### src/z80ibd_pkg.sv
`timescale 1ns / 1ps
// ----------------------------------------------------------------------------
// z80ibd_pkg
// Types, opcode constants and the base-page length table for the Z80
// instruction boundary decoder.
// ----------------------------------------------------------------------------
package z80ibd_pkg;

   typedef enum logic [2:0] {
      PH_START = 3'd0,
      PH_CBOP  = 3'd1,
      PH_EDOP  = 3'd2,
      PH_OPER  = 3'd3
   } phase_type;

   localparam logic [7:0] BYTE_DD      = 8'hDD;
   localparam logic [7:0] BYTE_FD      = 8'hFD;
   localparam logic [7:0] BYTE_CB      = 8'hCB;
   localparam logic [7:0] BYTE_ED      = 8'hED;
   localparam logic [7:0] BYTE_HALT    = 8'h76;
   localparam logic [7:0] ED_LDNN_MASK = 8'hC7;
   localparam logic [7:0] ED_LDNN_CODE = 8'h43;

   localparam logic [1:0] PAGE_BASE   = 2'd0;
   localparam logic [1:0] PAGE_CB     = 2'd1;
   localparam logic [1:0] PAGE_ED     = 2'd2;
   localparam logic [1:0] PAGE_PREFIX = 2'd3;

   localparam logic [1:0] KIND_NONE = 2'd0;
   localparam logic [1:0] KIND_IX   = 2'd1;
   localparam logic [1:0] KIND_IY   = 2'd2;

   localparam logic [3:0] POS_MAX = 4'd15;

   typedef struct packed {
      phase_type  phase;
      logic [3:0] taken;
      logic [1:0] remaining;
      logic [1:0] index;
      logic [1:0] page;
   } state_type;

   typedef struct packed {
      logic [3:0] byte_position;
      logic       instr_end;
      logic [3:0] instr_length;
      logic [1:0] opcode_page;
      logic [1:0] index_kind;
   } result_type;

   // length of a base-page instruction counted from its opcode byte
   function automatic logic [1:0] base_length(input logic [7:0] op, input logic ix);
      logic [1:0] x;
      logic [2:0] y;
      logic [2:0] z;
      logic [1:0] len;
      x   = op[7:6];
      y   = op[5:3];
      z   = op[2:0];
      len = 2'd1;
      case (x)
         2'd0: begin
            case (z)
               3'd0: len = (y < 3'd2) ? 2'd1 : 2'd2;
               3'd1: len = y[0] ? 2'd1 : 2'd3;
               3'd2: len = (y >= 3'd4) ? 2'd3 : 2'd1;
               3'd4, 3'd5: len = (y == 3'd6 && ix) ? 2'd2 : 2'd1;
               3'd6: len = (y == 3'd6 && ix) ? 2'd3 : 2'd2;
               default: len = 2'd1;
            endcase
         end
         2'd1: begin
            if (op == BYTE_HALT) begin
               len = 2'd1;
            end else begin
               len = ((y == 3'd6 || z == 3'd6) && ix) ? 2'd2 : 2'd1;
            end
         end
         2'd2: len = (z == 3'd6 && ix) ? 2'd2 : 2'd1;
         default: begin
            case (z)
               3'd2: len = 2'd3;
               3'd3: len = (y == 3'd0) ? 2'd3 :
                           ((y == 3'd2 || y == 3'd3) ? 2'd2 : 2'd1);
               3'd4: len = 2'd3;
               3'd5: len = (y == 3'd1) ? 2'd3 : 2'd1;
               3'd6: len = 2'd2;
               default: len = 2'd1;
            endcase
         end
      endcase
      return len;
   endfunction

endpackage

### src/z80ibd_decode.sv
`timescale 1ns / 1ps
// ----------------------------------------------------------------------------
// z80ibd_decode
// Decodes one code byte against the held instruction state and gives the
// result word and the next state.
// ----------------------------------------------------------------------------
module z80ibd_decode (
   input  z80ibd_pkg::state_type  state_cur,
   input  logic [7:0]             code_byte,
   input  logic                   restart,
   output z80ibd_pkg::state_type  state_nxt,
   output z80ibd_pkg::result_type result
);

   z80ibd_pkg::state_type cleared;
   z80ibd_pkg::state_type cur;
   z80ibd_pkg::state_type nst;
   logic [3:0]            pos;
   logic [3:0]            nxt_pos;
   logic                  end_flag;
   logic [1:0]            blen;

   always_comb begin
      cleared.phase     = z80ibd_pkg::PH_START;
      cleared.taken     = 4'd0;
      cleared.remaining = 2'd0;
      cleared.index     = z80ibd_pkg::KIND_NONE;
      cleared.page      = z80ibd_pkg::PAGE_BASE;

      cur      = restart ? cleared : state_cur;
      pos      = cur.taken;
      nxt_pos  = (pos != z80ibd_pkg::POS_MAX) ? pos + 4'd1 : z80ibd_pkg::POS_MAX;
      nst      = cur;
      end_flag = 1'b0;
      blen     = z80ibd_pkg::base_length(code_byte, cur.index != z80ibd_pkg::KIND_NONE);

      case (cur.phase)
         z80ibd_pkg::PH_OPER: begin
            if (cur.remaining <= 2'd1) begin
               nst.remaining = 2'd0;
               end_flag      = 1'b1;
            end else begin
               nst.remaining = cur.remaining - 2'd1;
            end
         end
         z80ibd_pkg::PH_CBOP: begin
            end_flag = 1'b1;
         end
         z80ibd_pkg::PH_EDOP: begin
            if ((code_byte & z80ibd_pkg::ED_LDNN_MASK) == z80ibd_pkg::ED_LDNN_CODE) begin
               nst.remaining = 2'd2;
               nst.phase     = z80ibd_pkg::PH_OPER;
            end else begin
               end_flag = 1'b1;
            end
         end
         default: begin
            // unused phase codes behave as the start phase
            if (code_byte == z80ibd_pkg::BYTE_DD || code_byte == z80ibd_pkg::BYTE_FD) begin
               nst.index = (code_byte == z80ibd_pkg::BYTE_DD) ? z80ibd_pkg::KIND_IX :
                                                                z80ibd_pkg::KIND_IY;
               nst.page  = z80ibd_pkg::PAGE_PREFIX;
               nst.phase = z80ibd_pkg::PH_START;
            end else if (code_byte == z80ibd_pkg::BYTE_CB) begin
               nst.page = z80ibd_pkg::PAGE_CB;
               // indexed cb: displacement and opcode follow
               if (cur.index != z80ibd_pkg::KIND_NONE) begin
                  nst.remaining = 2'd2;
                  nst.phase     = z80ibd_pkg::PH_OPER;
               end else begin
                  nst.phase = z80ibd_pkg::PH_CBOP;
               end
            end else if (code_byte == z80ibd_pkg::BYTE_ED) begin
               nst.page  = z80ibd_pkg::PAGE_ED;
               nst.phase = z80ibd_pkg::PH_EDOP;
            end else begin
               nst.page = z80ibd_pkg::PAGE_BASE;
               if (blen <= 2'd1) begin
                  end_flag = 1'b1;
               end else begin
                  nst.remaining = blen - 2'd1;
                  nst.phase     = z80ibd_pkg::PH_OPER;
               end
            end
         end
      endcase

      result.byte_position = pos;
      result.instr_end     = end_flag;
      result.instr_length  = end_flag ? nxt_pos : 4'd0;
      result.opcode_page   = nst.page;
      result.index_kind    = nst.index;

      if (end_flag) begin
         state_nxt = cleared;
      end else begin
         state_nxt       = nst;
         state_nxt.taken = nxt_pos;
      end
   end

endmodule

### src/z80_instruction_boundary_decoder.sv
`timescale 1ns / 1ps
// an accepted word lands in the input register, then is decoded into the result register for the rsp side
// throughput: one word per cycle, sustained while the rsp side does not stall
// the decode state advances as a word leaves the input register for the result register
// reset clears the decode state and both valid flags; payload registers are not reset
// ----------------------------------------------------------------------------
// z80_instruction_boundary_decoder
// Marks Z80 instruction boundaries in a stream of code bytes, one result
// word per byte.
// ----------------------------------------------------------------------------
module z80_instruction_boundary_decoder (
   input  logic       clock,
   input  logic       reset,
   input  logic       req_valid,
   output logic       req_stall,
   input  logic [7:0] req_code_byte,
   input  logic       req_restart,
   output logic       rsp_valid,
   input  logic       rsp_stall,
   output logic [3:0] rsp_byte_position,
   output logic       rsp_instr_end,
   output logic [3:0] rsp_instr_length,
   output logic [1:0] rsp_opcode_page,
   output logic [1:0] rsp_index_kind
);

   logic                   s1_valid_ff;
   logic                   s1_valid_in;
   logic [7:0]             s1_byte_ff;
   logic                   s1_restart_ff;
   z80ibd_pkg::state_type  state_ff;
   z80ibd_pkg::state_type  state_in;
   z80ibd_pkg::result_type result;
   z80ibd_pkg::result_type rsp_ff;
   logic                   rsp_valid_ff;
   logic                   rsp_valid_in;
   logic                   out_free;
   logic                   advance;
   logic                   req_take;

   assign out_free  = !rsp_valid_ff || !rsp_stall;
   assign advance   = s1_valid_ff && out_free;
   assign req_stall = s1_valid_ff && !out_free;
   assign req_take  = req_valid && !req_stall;

   assign s1_valid_in  = req_take || (s1_valid_ff && !out_free);
   assign rsp_valid_in = advance || (rsp_valid_ff && rsp_stall);

   z80ibd_decode u_decode (
      .state_cur (state_ff),
      .code_byte (s1_byte_ff),
      .restart   (s1_restart_ff),
      .state_nxt (state_in),
      .result    (result)
   );

   always_ff @(posedge clock) begin
      if (reset) begin
         s1_valid_ff        <= 1'b0;
         rsp_valid_ff       <= 1'b0;
         state_ff.phase     <= z80ibd_pkg::PH_START;
         state_ff.taken     <= 4'd0;
         state_ff.remaining <= 2'd0;
         state_ff.index     <= z80ibd_pkg::KIND_NONE;
         state_ff.page      <= z80ibd_pkg::PAGE_BASE;
      end else begin
         s1_valid_ff  <= s1_valid_in;
         rsp_valid_ff <= rsp_valid_in;
         if (advance) begin
            state_ff <= state_in;
         end
      end
   end

   always_ff @(posedge clock) begin
      if (req_take) begin
         s1_byte_ff    <= req_code_byte;
         s1_restart_ff <= req_restart;
      end
      if (advance) begin
         rsp_ff <= result;
      end
   end

   assign rsp_valid         = rsp_valid_ff;
   assign rsp_byte_position = rsp_ff.byte_position;
   assign rsp_instr_end     = rsp_ff.instr_end;
   assign rsp_instr_length  = rsp_ff.instr_length;
   assign rsp_opcode_page   = rsp_ff.opcode_page;
   assign rsp_index_kind    = rsp_ff.index_kind;

endmodule

### config.mk
export PLATFORM = sky130hd
export DESIGN_NAME = z80_instruction_boundary_decoder
export DESIGN_NICKNAME = d
export VERILOG_FILES = /design/src/z80ibd_pkg.sv /design/src/z80ibd_decode.sv /design/src/z80_instruction_boundary_decoder.sv
export SDC_FILE = /design/constraint.sdc
export NUM_CORES = 1
export LEC_CHECK = 0
export BUFFER_PORTS_ARGS = -buffer_cell sky130_fd_sc_hd__buf_2
export CAP_MARGIN = 20
export CORE_UTILIZATION = 55
export CTS_BUF_LIST = sky130_fd_sc_hd__clkbuf_4
export DETAILED_ROUTE_END_ITERATION = 16
export PLACE_DENSITY = 0.76
export SYNTH_ARGS = -nofsm -noshare
export SYNTH_HDL_FRONTEND = slang
export SYNTH_SLANG_ARGS = --single-unit
export TNS_END_PERCENT = 30
### constraint.sdc
create_clock -name clock -period 6.1 [get_ports clock]
set_input_delay 0.305 -clock clock [delete_from_list [all_inputs] [get_ports clock]]
set_output_delay 0.305 -clock clock [all_outputs]
set_load 0.005 [all_outputs]
# After elaboration in Yosys (flattened, before gate mapping)
# Index checks and enable logic that the tools add are counted.
dict set report totals {
  regBits 37
  word_cells 113
}
dict set report op_classes {
  n_addsub 3
  order_cmp 4
  eq_ne 22
  mux 45
  n_reduce_logical 25
}
# op count
set op_table {}
lappend op_table {{2-to-1 mux 2 bit} 23}
lappend op_table {{equality test 8 bit (second input constant)} 4}
lappend op_table {{2-to-1 mux 13 bit} 2}
lappend op_table {{equality test 3 x 2 -> 1 bit (second input constant)} 6}
lappend op_table {{2-to-1 mux 3 bit} 5}
lappend op_table {{equality test 3 bit (second input constant)} 4}
lappend op_table {{case mux 2 bit (3 select lines)} 2}
lappend op_table {{case mux 2 bit (5 select lines)} 1}
lappend op_table {{equality test 3 x 1 -> 1 bit (second input constant)} 3}
lappend op_table {{equality test 8 x 7 -> 1 bit (second input constant)} 1}
lappend op_table {{2-to-1 mux 4 bit} 2}
lappend op_table {{case mux 2 bit (4 select lines)} 1}
lappend op_table {{logical AND 1 bit} 7}
lappend op_table {{2-to-1 mux 1 bit} 7}
lappend op_table {{logical NOT 3 bit} 2}
lappend op_table {{logical OR 1 bit} 6}
lappend op_table {{case mux 3 bit (2 select lines)} 1}
lappend op_table {{OR reduction 2 bit} 3}
lappend op_table {{equality test 5 x 4 -> 1 bit (second input constant)} 1}
lappend op_table {{adder 4 x 1 -> 4 bit (second input constant)} 1}
lappend op_table {{less-or-equal comparator 2 x 1 -> 1 bit (second input constant)} 2}
lappend op_table {{logical NOT 1 bit} 4}
lappend op_table {{inequality test 4 bit (second input constant)} 1}
lappend op_table {{subtractor 2 x 1 -> 2 bit (second input constant)} 2}
lappend op_table {{8 further kinds} 8}

# Logic depth before layout (Yosys ltp)
# Gate-level depths: netlist of run 1.
dict set report logic_depth {
  depth_word 13
  depth_mapped 9
}

# Cells and area by module
# Synthesis of run 1 repeated with hierarchy kept, for this count alone.
dict set report hier_totals {
  cells_unflattened 225
  hier_area_um2 2230.9
}
# mod n_inst cells_each area_per_inst_um2 seq_area_each_um2
set by_module_without_submodules {}
lappend by_module_without_submodules {z80_instruction_boundary_decoder 1 88 1335.0 960.9}
lappend by_module_without_submodules {z80ibd_decode 1 137 895.9 0.0}

# Least setup slack after synthesis of run 1
# No wires, ideal clock.
dict set report synth_timing {
  kind {register -> register}
  start {register s1_byte_ff[2]}
  end {register rsp_ff, in the netlist rsp_instr_length[2], data pin}
  arrival_time_ns 1.804
  slack_ns 4.032
  path_stages_with_launch 10
  cell_sequence {edfxtp_1 > buf_4 > nand3b_4 > or4_1 > buf_2 > nand2_1 > or3b_4 > o21ai_4 > buf_6 > nor2b_1}
}
# element line_no
set synth_lines {}
lappend synth_lines {{start, declared} z80_instruction_boundary_decoder.sv:29} ;# logic [7:0] s1_byte_ff;
lappend synth_lines {{start signal, assigned} z80_instruction_boundary_decoder.sv:77} ;# s1_byte_ff <= req_code_byte;
lappend synth_lines {{end signal, assigned} z80_instruction_boundary_decoder.sv:81} ;# rsp_ff <= result;
lappend synth_lines {{end, declared} z80_instruction_boundary_decoder.sv:34} ;# z80ibd_pkg::result_type rsp_ff;

# Worst setup path in the final report of run 1
dict set report layout_timing {
  start {register s1_restart_ff}
  end {register rsp_ff, in the netlist rsp_instr_length[3], data pin}
}
dict set report layout_between {
  elab_chain_len 12
  word_cells_on_any_way 26
}
# element line_no
set layout_rtl {}
lappend layout_rtl {{start, declared} z80_instruction_boundary_decoder.sv:30} ;# logic s1_restart_ff;
lappend layout_rtl {{start signal, assigned} z80_instruction_boundary_decoder.sv:78} ;# s1_restart_ff <= req_restart;
lappend layout_rtl {{2-to-1 mux 13 bit (*)} z80ibd_decode.sv:30} ;# cur = restart ? cleared : state_cur;
lappend layout_rtl {{nonzero test 2 bit} z80ibd_decode.sv:35} ;# blen = z80ibd_pkg::base_length(code_byte, cur.index != z80ibd_pkg::KIND_NONE);
lappend layout_rtl {{logical AND 1 bit (on tied branches)} {z80ibd_pkg.sv:67, z80ibd_pkg.sv:68, z80ibd_pkg.sv:76}}
lappend layout_rtl {{2-to-1 mux 1 bit, or another cell as far along} z80ibd_pkg.sv:68} ;# 3'd6: len = (y == 3'd6 && ix) ? 2'd3 : 2'd2;
lappend layout_rtl {{case mux 2 bit (5 select lines) or 2-to-1 mux 2 bit (tied branches)} {z80ibd_pkg.sv:63, z80ibd_pkg.sv:73}}
lappend layout_rtl {{case mux 2 bit (3 select lines)} z80ibd_pkg.sv:61} ;# case (x)
lappend layout_rtl {{less-or-equal comparator 2 x 1 -> 1 bit} z80ibd_decode.sv:78} ;# if (blen <= 2'd1) begin
lappend layout_rtl {{2-to-1 mux 1 bit} z80ibd_decode.sv:78}
lappend layout_rtl {{2-to-1 mux 1 bit} z80ibd_decode.sv:73} ;# end else if (code_byte == z80ibd_pkg::BYTE_ED) begin
lappend layout_rtl {{2-to-1 mux 1 bit} z80ibd_decode.sv:64} ;# end else if (code_byte == z80ibd_pkg::BYTE_CB) begin
lappend layout_rtl {{2-to-1 mux 1 bit} z80ibd_decode.sv:59} ;# if (code_byte == z80ibd_pkg::BYTE_DD || code_byte == z80ibd_pkg::BYTE_FD) begin
lappend layout_rtl {{case mux 1 bit (3 select lines)} z80ibd_decode.sv:37} ;# case (cur.phase)
# Mark *: on every way between the ends. The rest lies on a longest branch, timed or not.
# A chain may end at the register's enable or synchronous reset.

==> impl_metrics.env, run 1 <==
export IMPL_grt_setup_unrepaired="no"
export IMPL_max_slew_margin_pct=48.5
export IMPL_ios=28
export IMPL_routed_wl_um=4310
export IMPL_avgRoutedWirePerCell_um=15.5
export IMPL_diodes=0
export IMPL_p_clk_share_pct=34.4
export IMPL_power_leakage_nw=0.839
export IMPL_synth_nets=222
export IMPL_ys_async_sr_fraction_pct=0
export IMPL_pwr_share_seq_pct=55.9
export IMPL_fillers=283
export IMPL_crit_arrival_ns=2.69
export IMPL_cts_hold_buf=0
export IMPL_grt_pass1_vias=1540
export IMPL_start_util_pct=59.4
export IMPL_utilization_pct=65.5
export IMPL_p_sw_uw=129
export IMPL_worstSkewPairLatency_ns=0.35
export IMPL_setup_tns_ns=0
export IMPL_final_antenna_net_count=0
export IMPL_synth_distinct_cells=58
export IMPL_setup_violations=0
export IMPL_preCtsSetupSlack_ns=3.63
export IMPL_port_buffers=27
export IMPL_p_int_uw=382
export IMPL_viasPerCell=6.08
export IMPL_worstHoldEndpoint="s1_restart_ff"
export IMPL_cts_buffers=5
export IMPL_setup_ws_ns=3.61
export IMPL_r2r_setup_slack_ns=3.61
export IMPL_grt_pass1_wl_um=7120
export IMPL_drc=0
export IMPL_grt_max_degree=22
export IMPL_postCtsSetupRepairBufs=0
export IMPL_crit_path_start_kind="flip-flop"
export IMPL_die_h_um=63.0
export IMPL_drive_gt1_share_pct=20.8
export IMPL_worstSetupPathType="reg2reg"
export IMPL_clock_fmax_mhz=401
export IMPL_crit_path_end_kind="flip-flop"
export IMPL_grt_ovfl_total=0
export IMPL_vias=1683
export IMPL_ir_worst_vdd_mv=0.156
export IMPL_track_usage_pct=23.1
export IMPL_path_clk_slew_ns=0.12
export IMPL_cts_resized=0
export IMPL_slew_viol_final=0
export IMPL_first_pass_iters=5
export IMPL_timing_rr_end="rsp_instr_length[3]"
export IMPL_cts_tree="yes"
export IMPL_p_comb_share_pct=9.7
export IMPL_final_area_um2=2250
export IMPL_area_growth_pct=10.3
export IMPL_syn_inst=208
export IMPL_hpwlAfterDp_um=3110
export IMPL_cts_root_buf="clkbuf_4"
export IMPL_cts_buffer_depth=2
export IMPL_switching_share_pct=25.2
export IMPL_hold_path_class="in2reg"
export IMPL_dieArea_um2=3960
export IMPL_clock_sinks=37
export IMPL_antenna_found_initial=0
export IMPL_maxCapViolations=0
export IMPL_tightestPinTransition_ns=0.771
export IMPL_drt_iter0_drc=182
export IMPL_core_area_um2=3440
export IMPL_die_x_um=63.0
export IMPL_cts_max_level=2
export IMPL_hold_viol_final=0
export IMPL_synth_seq_cells=37
export IMPL_worstRegToRegCells=6
export IMPL_final_net_count=244
export IMPL_avgSynthCellArea_um2=9.82
export IMPL_crit_fanout=15
export IMPL_p_per_area_nw_per_um2=226
export IMPL_fin_skew_ns=0.00894
export IMPL_status="completed"
export IMPL_finalCritPeriodShare_pct=40.9
export IMPL_place_area_um2=2170
export IMPL_period_minus_slack_ns=2.49
export IMPL_rows=21
export IMPL_ys_flop_type="edfxtp_1"
export IMPL_syn_area_um2=2040
export IMPL_hold_start="req_restart"
export IMPL_whs_ns=0.120
export IMPL_min_delay_path_depth=1
export IMPL_synth_seq_area_share_pct=47.0
export IMPL_synth_edff_count=22
export IMPL_gp_congestion=0.935
export IMPL_yosys_warnings=0
export IMPL_r2r_start="s1_restart_ff"
export IMPL_cp_required_ns=6.30
-- how the worst max path moves through the flow --
| stage | from | end | depth (start not counted) |
|---|---|---|---|
| 2_1_floorplan | s1_byte_ff[2] | rsp_instr_length[2] | 9 |
| 3_3_place_gp | s1_restart_ff | rsp_instr_length[3] | 6 |
| 3_5_place_dp | rsp_stall | state_ff[10] | 8 |
| 4_1_cts | s1_restart_ff | rsp_instr_length[3] | 6 |
| 5_1_grt | rsp_valid | state_ff[10] | 7 |
| 6_report | s1_restart_ff | rsp_instr_length[3] | 6 |
-- routing by layer --
metal  global-route usage [%]  share of wire [%]  routed length [µm]  vias up
met5                        0                  0                   0        -
li1                         -                  -                   -      819
met2                     32.5                 44                1910       68
met3                     6.02                6.2                 265       13
met1                     33.6                 47                2030      783
met4                     9.01                2.1                  92        0
-- per-stage QoR --
| stage | total power [mW] | cells |
|---|---|---|
| global route | 0.530 | 277 |
| CTS | 0.510 | 277 |
| finish | 0.510 | 277 |
| floorplan | 0.324 | 208 |
| global placement | 0.337 | 269 |
| detailed placement | 0.339 | 269 |
-- final cells by class --
type | instances | area [µm²] | area share [%]
Inverter | 10 | 37.5 | 1.67
Multi-Input combinational cell | 149 | 981 | 43.5
Tap cell | 46 | 57.6 | 2.55
Clock inverter | 3 | 43.8 | 1.94
Clock buffer | 5 | 37.5 | 1.67
Sequential cell | 37 | 961 | 42.6
Timing Repair Buffer | 27 | 135 | 6.00
-- synthesized netlist by cell type, types with 2 or more instances --
| cell | count | area share, % |
|---|---|---|
| and2_1 | 3 | 0.92 |
| o21a_1 | 4 | 1.5 |
| dfxtp_1 | 15 | 15 |
| a21oi_1 | 10 | 2.4 |
| clkbuf_1 | 5 | 0.92 |
| inv_1 | 9 | 1.7 |
| nand3_1 | 4 | 0.98 |
| buf_2 | 3 | 0.73 |
| o21bai_1 | 2 | 0.73 |
| nand2_1 | 20 | 3.7 |
| o211ai_1 | 2 | 0.73 |
| or4_4 | 2 | 1.1 |
| nand3b_1 | 6 | 2.2 |
| o311a_1 | 2 | 0.98 |
| a31oi_1 | 3 | 0.92 |
| nor2_1 | 22 | 4.0 |
| nand2b_1 | 5 | 1.5 |
| o21ai_0 | 7 | 1.7 |
| o311ai_0 | 2 | 0.86 |
| o31ai_2 | 4 | 2.4 |
| nor2b_1 | 8 | 2.4 |
| buf_4 | 2 | 0.73 |
| nor3_1 | 7 | 1.7 |
| and3_1 | 2 | 0.61 |
| edfxtp_1 | 22 | 32 |
| or4_1 | 2 | 0.73 |
| a211oi_1 | 2 | 0.73 |
| o32ai_1 | 3 | 1.3 |
-- power groups by stage --
stage | Combinational, mW | Sequential [mW] | Clock, mW
floorplan | 0.0401 | 0.284 | 0
global placement | 0.0469 | 0.290 | 0
detailed placement | 0.0485 | 0.291 | 0
CTS | 0.0487 | 0.285 | 0.177
global route | 0.0546 | 0.287 | 0.189
finish | 0.0493 | 0.285 | 0.176
-- flip-flops by register name (all words and copies together), names as in the netlist --
signal	cells
rsp_byte_position	4
rsp_index_kind	2
rsp_instr_end	1
rsp_instr_length	4
rsp_opcode_page	2
rsp_valid	1
s1_byte_ff	8
s1_restart_ff	1
s1_valid_ff	1
state_ff	13
-- cell usage in the layout (no fill, tap or decap), types with 2 or more instances in the layout --
cell,netlist,routed
buf_2,3,27
nor2_1,22,22
edfxtp_1,22,22
nand2_1,20,20
dfxtp_1,15,15
a21oi_1,10,10
inv_1,9,9
nor2b_1,8,8
nor3_1,7,7
o21ai_0,7,7
nand3b_1,6,6
nand2b_1,5,5
clkbuf_4,0,5
o21a_1,4,4
o31ai_2,4,4
nand3_1,4,4
and2_1,3,3
a31oi_1,3,3
o32ai_1,3,3
o21bai_1,2,2
or4_4,2,2
or4_1,2,2
and3_1,2,2
o211ai_1,2,2
o311a_1,2,2
a211oi_1,2,2
o311ai_0,2,2
-- kinds of logic after synthesis --
group                      share of synthesized area (%)
and+or+nand+nor                                     24.1
muxes                                              0.490
DFF                                                 47.0
buffers and inverters                               4.96
adders and majority gates                          0.612
xor gates and xnor gates                           0.429
AOI/OAI and AO/OA                                   22.4
-- worst max-delay path, stage by stage (launching register included) --
cell and delay, ns:
edfxtp_1 0.68, o21bai_2 0.29, nor2_1 0.08, o21a_1 0.20, a311o_4 0.46, o21ai_4 0.41
nor2b_1 0.23
(Power assumes the default switching activity.)
==> run 2, diff against run 1 <==
Clock period 6.1 ns to 2.3 ns, I/O delays scaled along.
==> run 2 against run 1 <==
Wire length up 12%. First-iteration DRC count up 6.6%. Hold slack got worse by 0.085 ns. Utilization increased by 6.1 points. Cell area up 9.3%. Global-route usage grew 3.1 points. Combinational power grew to 3.7 times the previous value. Flip-flop and latch count unchanged. Largest cell class unchanged.
==> impl_metrics.env, run 2 (synthesis gave the netlist of run 1 again) <==
export IMPL_path_buf_inv=2
export IMPL_grt_pass1_wl_um=7840
export IMPL_p_per_area_nw_per_um2=518
export IMPL_tightestPinTransition_ns=0.777
export IMPL_whs_ns=0.0356
export IMPL_final_area_um2=2460
export IMPL_track_usage_pct=26.3
export IMPL_worstSetupPathType="reg2reg"
export IMPL_final_net_count=268
export IMPL_core_area_um2=3440
export IMPL_r2r_setup_slack_ns=0.08
export IMPL_period_minus_slack_ns=2.22
export IMPL_drive_gt1_share_pct=24.7
export IMPL_ios=28
export IMPL_area_growth_pct=20.5
export IMPL_crit_fanout=5
export IMPL_drc=0
export IMPL_hpwlAfterDp_um=3450
export IMPL_finalCritPeriodShare_pct=96.3
export IMPL_die_x_um=63.0
export IMPL_setup_violations=0
export IMPL_worstRegToRegCells=7
export IMPL_hold_start="rsp_stall"
export IMPL_maxCapViolations=0
export IMPL_setup_ws_ns=0.0841
export IMPL_viasPerCell=6.00
export IMPL_timing_rr_end="state_ff[2]"
export IMPL_vias=1807
export IMPL_crit_arrival_ns=2.48
export IMPL_cts_tree="yes"
export IMPL_crit_top_cell="buf_4"
export IMPL_layout_commonest_cell="buf_2"
export IMPL_path_delay_family="simple AND/OR/NAND/NOR gates"
export IMPL_hold_path_class="in2reg"
export IMPL_reg_top3="state_ff x13, s1_byte_ff x8"
export IMPL_crit_path_max_incr_delay_ns=0.53
export IMPL_min_delay_path_depth=3
export IMPL_rows=21
export IMPL_setup_tns_ns=0
export IMPL_layout_common_cells="buf_2 (27), nor2_1 (22), edfxtp_1 (22), nand2_1 (20), dfxtp_1 (15)"
export IMPL_drt_iter0_drc=194
export IMPL_grt_ovfl_total=0
export IMPL_place_area_um2=2230
export IMPL_preCtsSetupSlack_ns=0.0722
export IMPL_clock_sinks=37
export IMPL_cts_max_level=2
export IMPL_final_antenna_net_count=0
export IMPL_ir_worst_vdd_mv=0.349
export IMPL_worstSkewPairLatency_ns=0.35
export IMPL_grt_max_degree=17
export IMPL_largest_register="state_ff"
export IMPL_grt_pass1_vias=1693
export IMPL_antenna_found_initial=0
export IMPL_largest_reg_flops=13
export IMPL_port_buffers=27
export IMPL_dieArea_um2=3960
export IMPL_crit_path_start_kind="flip-flop"
export IMPL_gp_congestion=0.955
export IMPL_crit_slowest_cell="or4_1"
export IMPL_worstHoldEndpoint="rsp_valid"
export IMPL_fin_skew_ns=0.00755
export IMPL_cts_buffer_depth=2
export IMPL_die_h_um=63.0
export IMPL_diodes=0
export IMPL_hold_viol_final=0
export IMPL_slew_viol_final=0
export IMPL_clock_fmax_mhz=451
export IMPL_crit_path_end_kind="flip-flop"
export IMPL_first_pass_iters=5
export IMPL_cp_required_ns=2.56
export IMPL_max_slew_margin_pct=48.1
export IMPL_fillers=275
export IMPL_path_cells="buf_4 -> buf_4 -> nand2_1 -> or4_4 -> or4_1 -> o21a_1 -> o32ai_1"
export IMPL_utilization_pct=71.5
export IMPL_power_leakage_nw=0.947
export IMPL_avgRoutedWirePerCell_um=16.0
export IMPL_cts_buffers=5
export IMPL_path_clk_slew_ns=0.11
export IMPL_cts_root_buf="clkbuf_4"
export IMPL_start_util_pct=59.4
export IMPL_status="completed"
export IMPL_routed_wl_um=4810
export IMPL_r2r_start="s1_byte_ff[0]"
[run 2: report_power, final]
| part | total, mW | switching (mW) | leakage [nW] | internal (mW) |
|---|---|---|---|---|
| clock network | 0.346 | 0.205 | 0.0338 | 0.141 |
| registers | 0.748 | 0.0207 | 0.330 | 0.727 |
| logic | 0.181 | 0.0959 | 0.583 | 0.0846 |
| total | 1.27 | 0.322 | 0.947 | 0.953 |
[run 2: timing repair]
action / CTS / global route
endpoints found under the setup margin: 0 / 14
hold buffers: 10 / 0
hold endpoints to repair: 10 / 0
buffers inserted: 0 / 6
gates resized for setup: 0 / 4
[run 2: worst max path at each step]
stage	start	slack [ns]	cells after the start	to
3_5_place_dp	s1_byte_ff[0]	0.07	6	rsp_instr_length[1]
3_3_place_gp	s1_byte_ff[0]	0.14	6	rsp_instr_length[2]
4_1_cts	s1_byte_ff[0]	0.03	6	rsp_instr_length[3]
2_1_floorplan	s1_byte_ff[2]	0.23	9	rsp_instr_length[2]
6_report	s1_byte_ff[0]	0.08	7	state_ff[2]
5_1_grt	s1_byte_ff[0]	-0.003	9	rsp_instr_length[3]
[run 2: routing by layer]
layer  track usage, %  vias up  part of all wire [%]
li1                 -      865                     -
met1             34.1      872                    45
met2             41.7       60                    47
met3             6.39       10                   5.9
met4             10.5        0                   1.8
met5                0        -                     0
[run 2: cell type report]
| cell class | count | area, µm² | share of cell area, % |
|---|---|---|---|
| well taps | 46 | 57.6 | 2.34 |
| inverters | 10 | 37.5 | 1.52 |
| repair buffers | 51 | 353 | 14.3 |
| clock inverters | 1 | 3.75 | 0.152 |
| clock buffers | 7 | 52.6 | 2.13 |
| flip-flops and latches | 37 | 961 | 39.0 |
| multi-input cells | 149 | 997 | 40.5 |
[run 2: worst min-delay path: cells and delay by family]
kind                   cells  cell delay (ns)
AOI/OAI and AO/OA          1             0.06
buffers and inverters      1             0.10
and+or+nand+nor            1             0.07
[run 2: through the flow]
stage	power, mW	std cells
after CTS	1.26	295
after global routing	1.33	301
after detailed placement	0.911	277
after global placement	0.905	277
final	1.27	301
after floorplan	0.861	208
==> run 3, diff against run 2 <==
Settings changed: CORE_UTILIZATION 55 to 53, SKIP_CTS_REPAIR_TIMING set to 1.
Clock period 2.3 ns to 2 ns, I/O delays scaled along.
==> run 3 against run 2 <==
The flow now finishes with violations (negative setup slack). Critical path depth stayed put. Global-route usage is 2.0 points lower. Worst setup slack worse by 0.23 ns. Combinational power is 46% higher. Clock power is 21% higher. Register-to-register slack worse by 0.23 ns. Power is 21% higher. Cell area is 11% higher. Critical path type unchanged. Final cell count is 9.0% higher. Non-clock buffer count is 25 higher.
==> impl_metrics.env, run 3 (synthesis gave the netlist of run 1 again) <==
export IMPL_maxCapViolations=0
export IMPL_tightestPinTransition_ns=0.485
export IMPL_use_met1_pct=32.8
export IMPL_clock_fmax_mhz=466
export IMPL_routed_wl_um=5210
export IMPL_dieArea_um2=4110
export IMPL_reg_top3="state_ff x13, s1_byte_ff x8"
export IMPL_crit_arrival_ns=2.26
export IMPL_power_leakage_nw=1.09
export IMPL_multi_input_area_um2=1050
export IMPL_final_area_um2=2740
export IMPL_antenna_found_initial=0
export IMPL_largest_register="state_ff"
export IMPL_drive_gt1_share_pct=34.6
export IMPL_cts_buffer_depth=2
export IMPL_core_area_um2=3690
export IMPL_p_per_area_nw_per_um2=563
export IMPL_dp_cells=303
export IMPL_area_growth_pct=33.9
export IMPL_finalNonFillerCells=328
export IMPL_slew_viol_final=0
export IMPL_crit_fanout=7
export IMPL_layout_commonest_cell="buf_4"
export IMPL_cts_buffers=5
export IMPL_grt_setup_unrepaired="yes"
export IMPL_port_buffers=27
export IMPL_first_pass_iters=5
export IMPL_crit_path_end_kind="flip-flop"
export IMPL_p_sw_uw=431
export IMPL_diodes=0
export IMPL_layout_common_cells="buf_4 (33), buf_2 (27), edfxtp_1 (22), nor2_1 (21), nand2_1 (18)"
export IMPL_final_antenna_net_count=0
export IMPL_hpwlAfterDp_um=3480
export IMPL_cp_required_ns=2.11
export IMPL_whs_ns=0.103
export IMPL_finalCritPeriodShare_pct=107
export IMPL_max_slew_margin_pct=67.2
export IMPL_die_h_um=64.1
export IMPL_fillers=266
export IMPL_cts_max_level=2
export IMPL_setup_ws_ns=-0.146
export IMPL_grt_pass1_vias=1614
export IMPL_avgRoutedWirePerCell_um=15.9
export IMPL_drc=0
export IMPL_p_int_mw=1.11
export IMPL_vias=1935
export IMPL_seqCellArea_um2=961
export IMPL_viasPerCell=5.90
export IMPL_die_x_um=64.1
export IMPL_grt_max_degree=17
export IMPL_ios=28
export IMPL_use_met2_pct=38.4
export IMPL_clock_sinks=37
export IMPL_track_usage_pct=24.2
export IMPL_grt_pass1_wl_um=7490
export IMPL_rows=22
export IMPL_start_util_pct=55.4
export IMPL_violations="negative setup slack"
export IMPL_drt_iter0_drc=154
export IMPL_ir_worst_vdd_mv=0.661
export IMPL_final_net_count=293
export IMPL_p_comb_share_pct=17.2
export IMPL_hold_viol_final=0
export IMPL_fin_skew_ns=0.0153
export IMPL_pwr_share_seq_pct=55.7
export IMPL_worstSetupPathType="reg2reg"
export IMPL_place_area_um2=2440
export IMPL_grt_busiest_layer="met2"
export IMPL_worstSkewPairLatency_ns=0.35
export IMPL_gp_congestion=0.920
export IMPL_switching_share_pct=28.0
export IMPL_status="complete, but fails checks"
export IMPL_hold_path_class="in2reg"
export IMPL_cts_tree="yes"
export IMPL_grt_ovfl_total=0
export IMPL_grtUsageMet3_pct=6.07
export IMPL_p_clk_share_pct=27.1
export IMPL_largest_reg_flops=13
export IMPL_setup_violations=16
export IMPL_crit_path_start_kind="flip-flop"
export IMPL_period_minus_slack_ns=2.15
export IMPL_cts_root_buf="clkbuf_4"
export IMPL_path_clk_slew_ns=0.13
## run 3: layout make-up
cell class	count	area share (%)
clock buffer	5	1.37
clock inverter	3	0.777
inverter	10	1.37
multi-input combinational	149	38.3
sequential	37	35.1
tap	48	2.19
timing repair buffer	76	20.9
## run 3: metrics by stage
| stage | power [mW] | TNS (ns) | util, % | setup WS, ns |
|---|---|---|---|---|
| after floorplan | 0.991 | -0.232 | - | -0.0587 |
| after global placement | 1.08 | -0.420 | 66.1 | -0.0785 |
| after detailed placement | 1.08 | -1.46 | 66.1 | -0.147 |
| after CTS | 1.49 | -1.76 | 67.7 | -0.171 |
| after global routing | 1.60 | -2.45 | 74.2 | -0.194 |
| final | 1.54 | -1.55 | 74.2 | -0.146 |
## run 3: worst paths after layout
path / startpoint / endpoint / slack [ns] / depth (start not counted)
setup / recovery: s1_byte_ff[1] / rsp_instr_length[2] / -0.15 / 7
hold / removal: reset / rsp_valid / 0.10 / 2
setup reg to reg: s1_byte_ff[1] / rsp_instr_length[2] / -0.15 / 7
hold reg to reg: state_ff[1] / state_ff[1] / 0.48 / 2
## run 3: metal layers
layer	part of all wire, %	vias up
met5	0	-
met4	1.8	0
met3	7.7	13
met2	47	95
met1	43	909
li1	-	918
## run 3: power groups by stage
stage | combinational (mW) | sequential (mW) | clock, mW
2_1_floorplan | 0.124 | 0.868 | 0
3_3_place_gp | 0.205 | 0.871 | 0
3_5_place_dp | 0.208 | 0.873 | 0
4_1_cts | 0.208 | 0.856 | 0.423
5_1_grt | 0.283 | 0.860 | 0.455
6_report | 0.265 | 0.858 | 0.418
## run 3: critical path, stage by stage, from the launching register on
cell      delay, ns
edfxtp_1       0.52
nand3b_1       0.22
or4_4          0.54
o31ai_4        0.09
a311o_4        0.19
o21ai_4        0.09
buf_12         0.14
nor2b_1        0.12
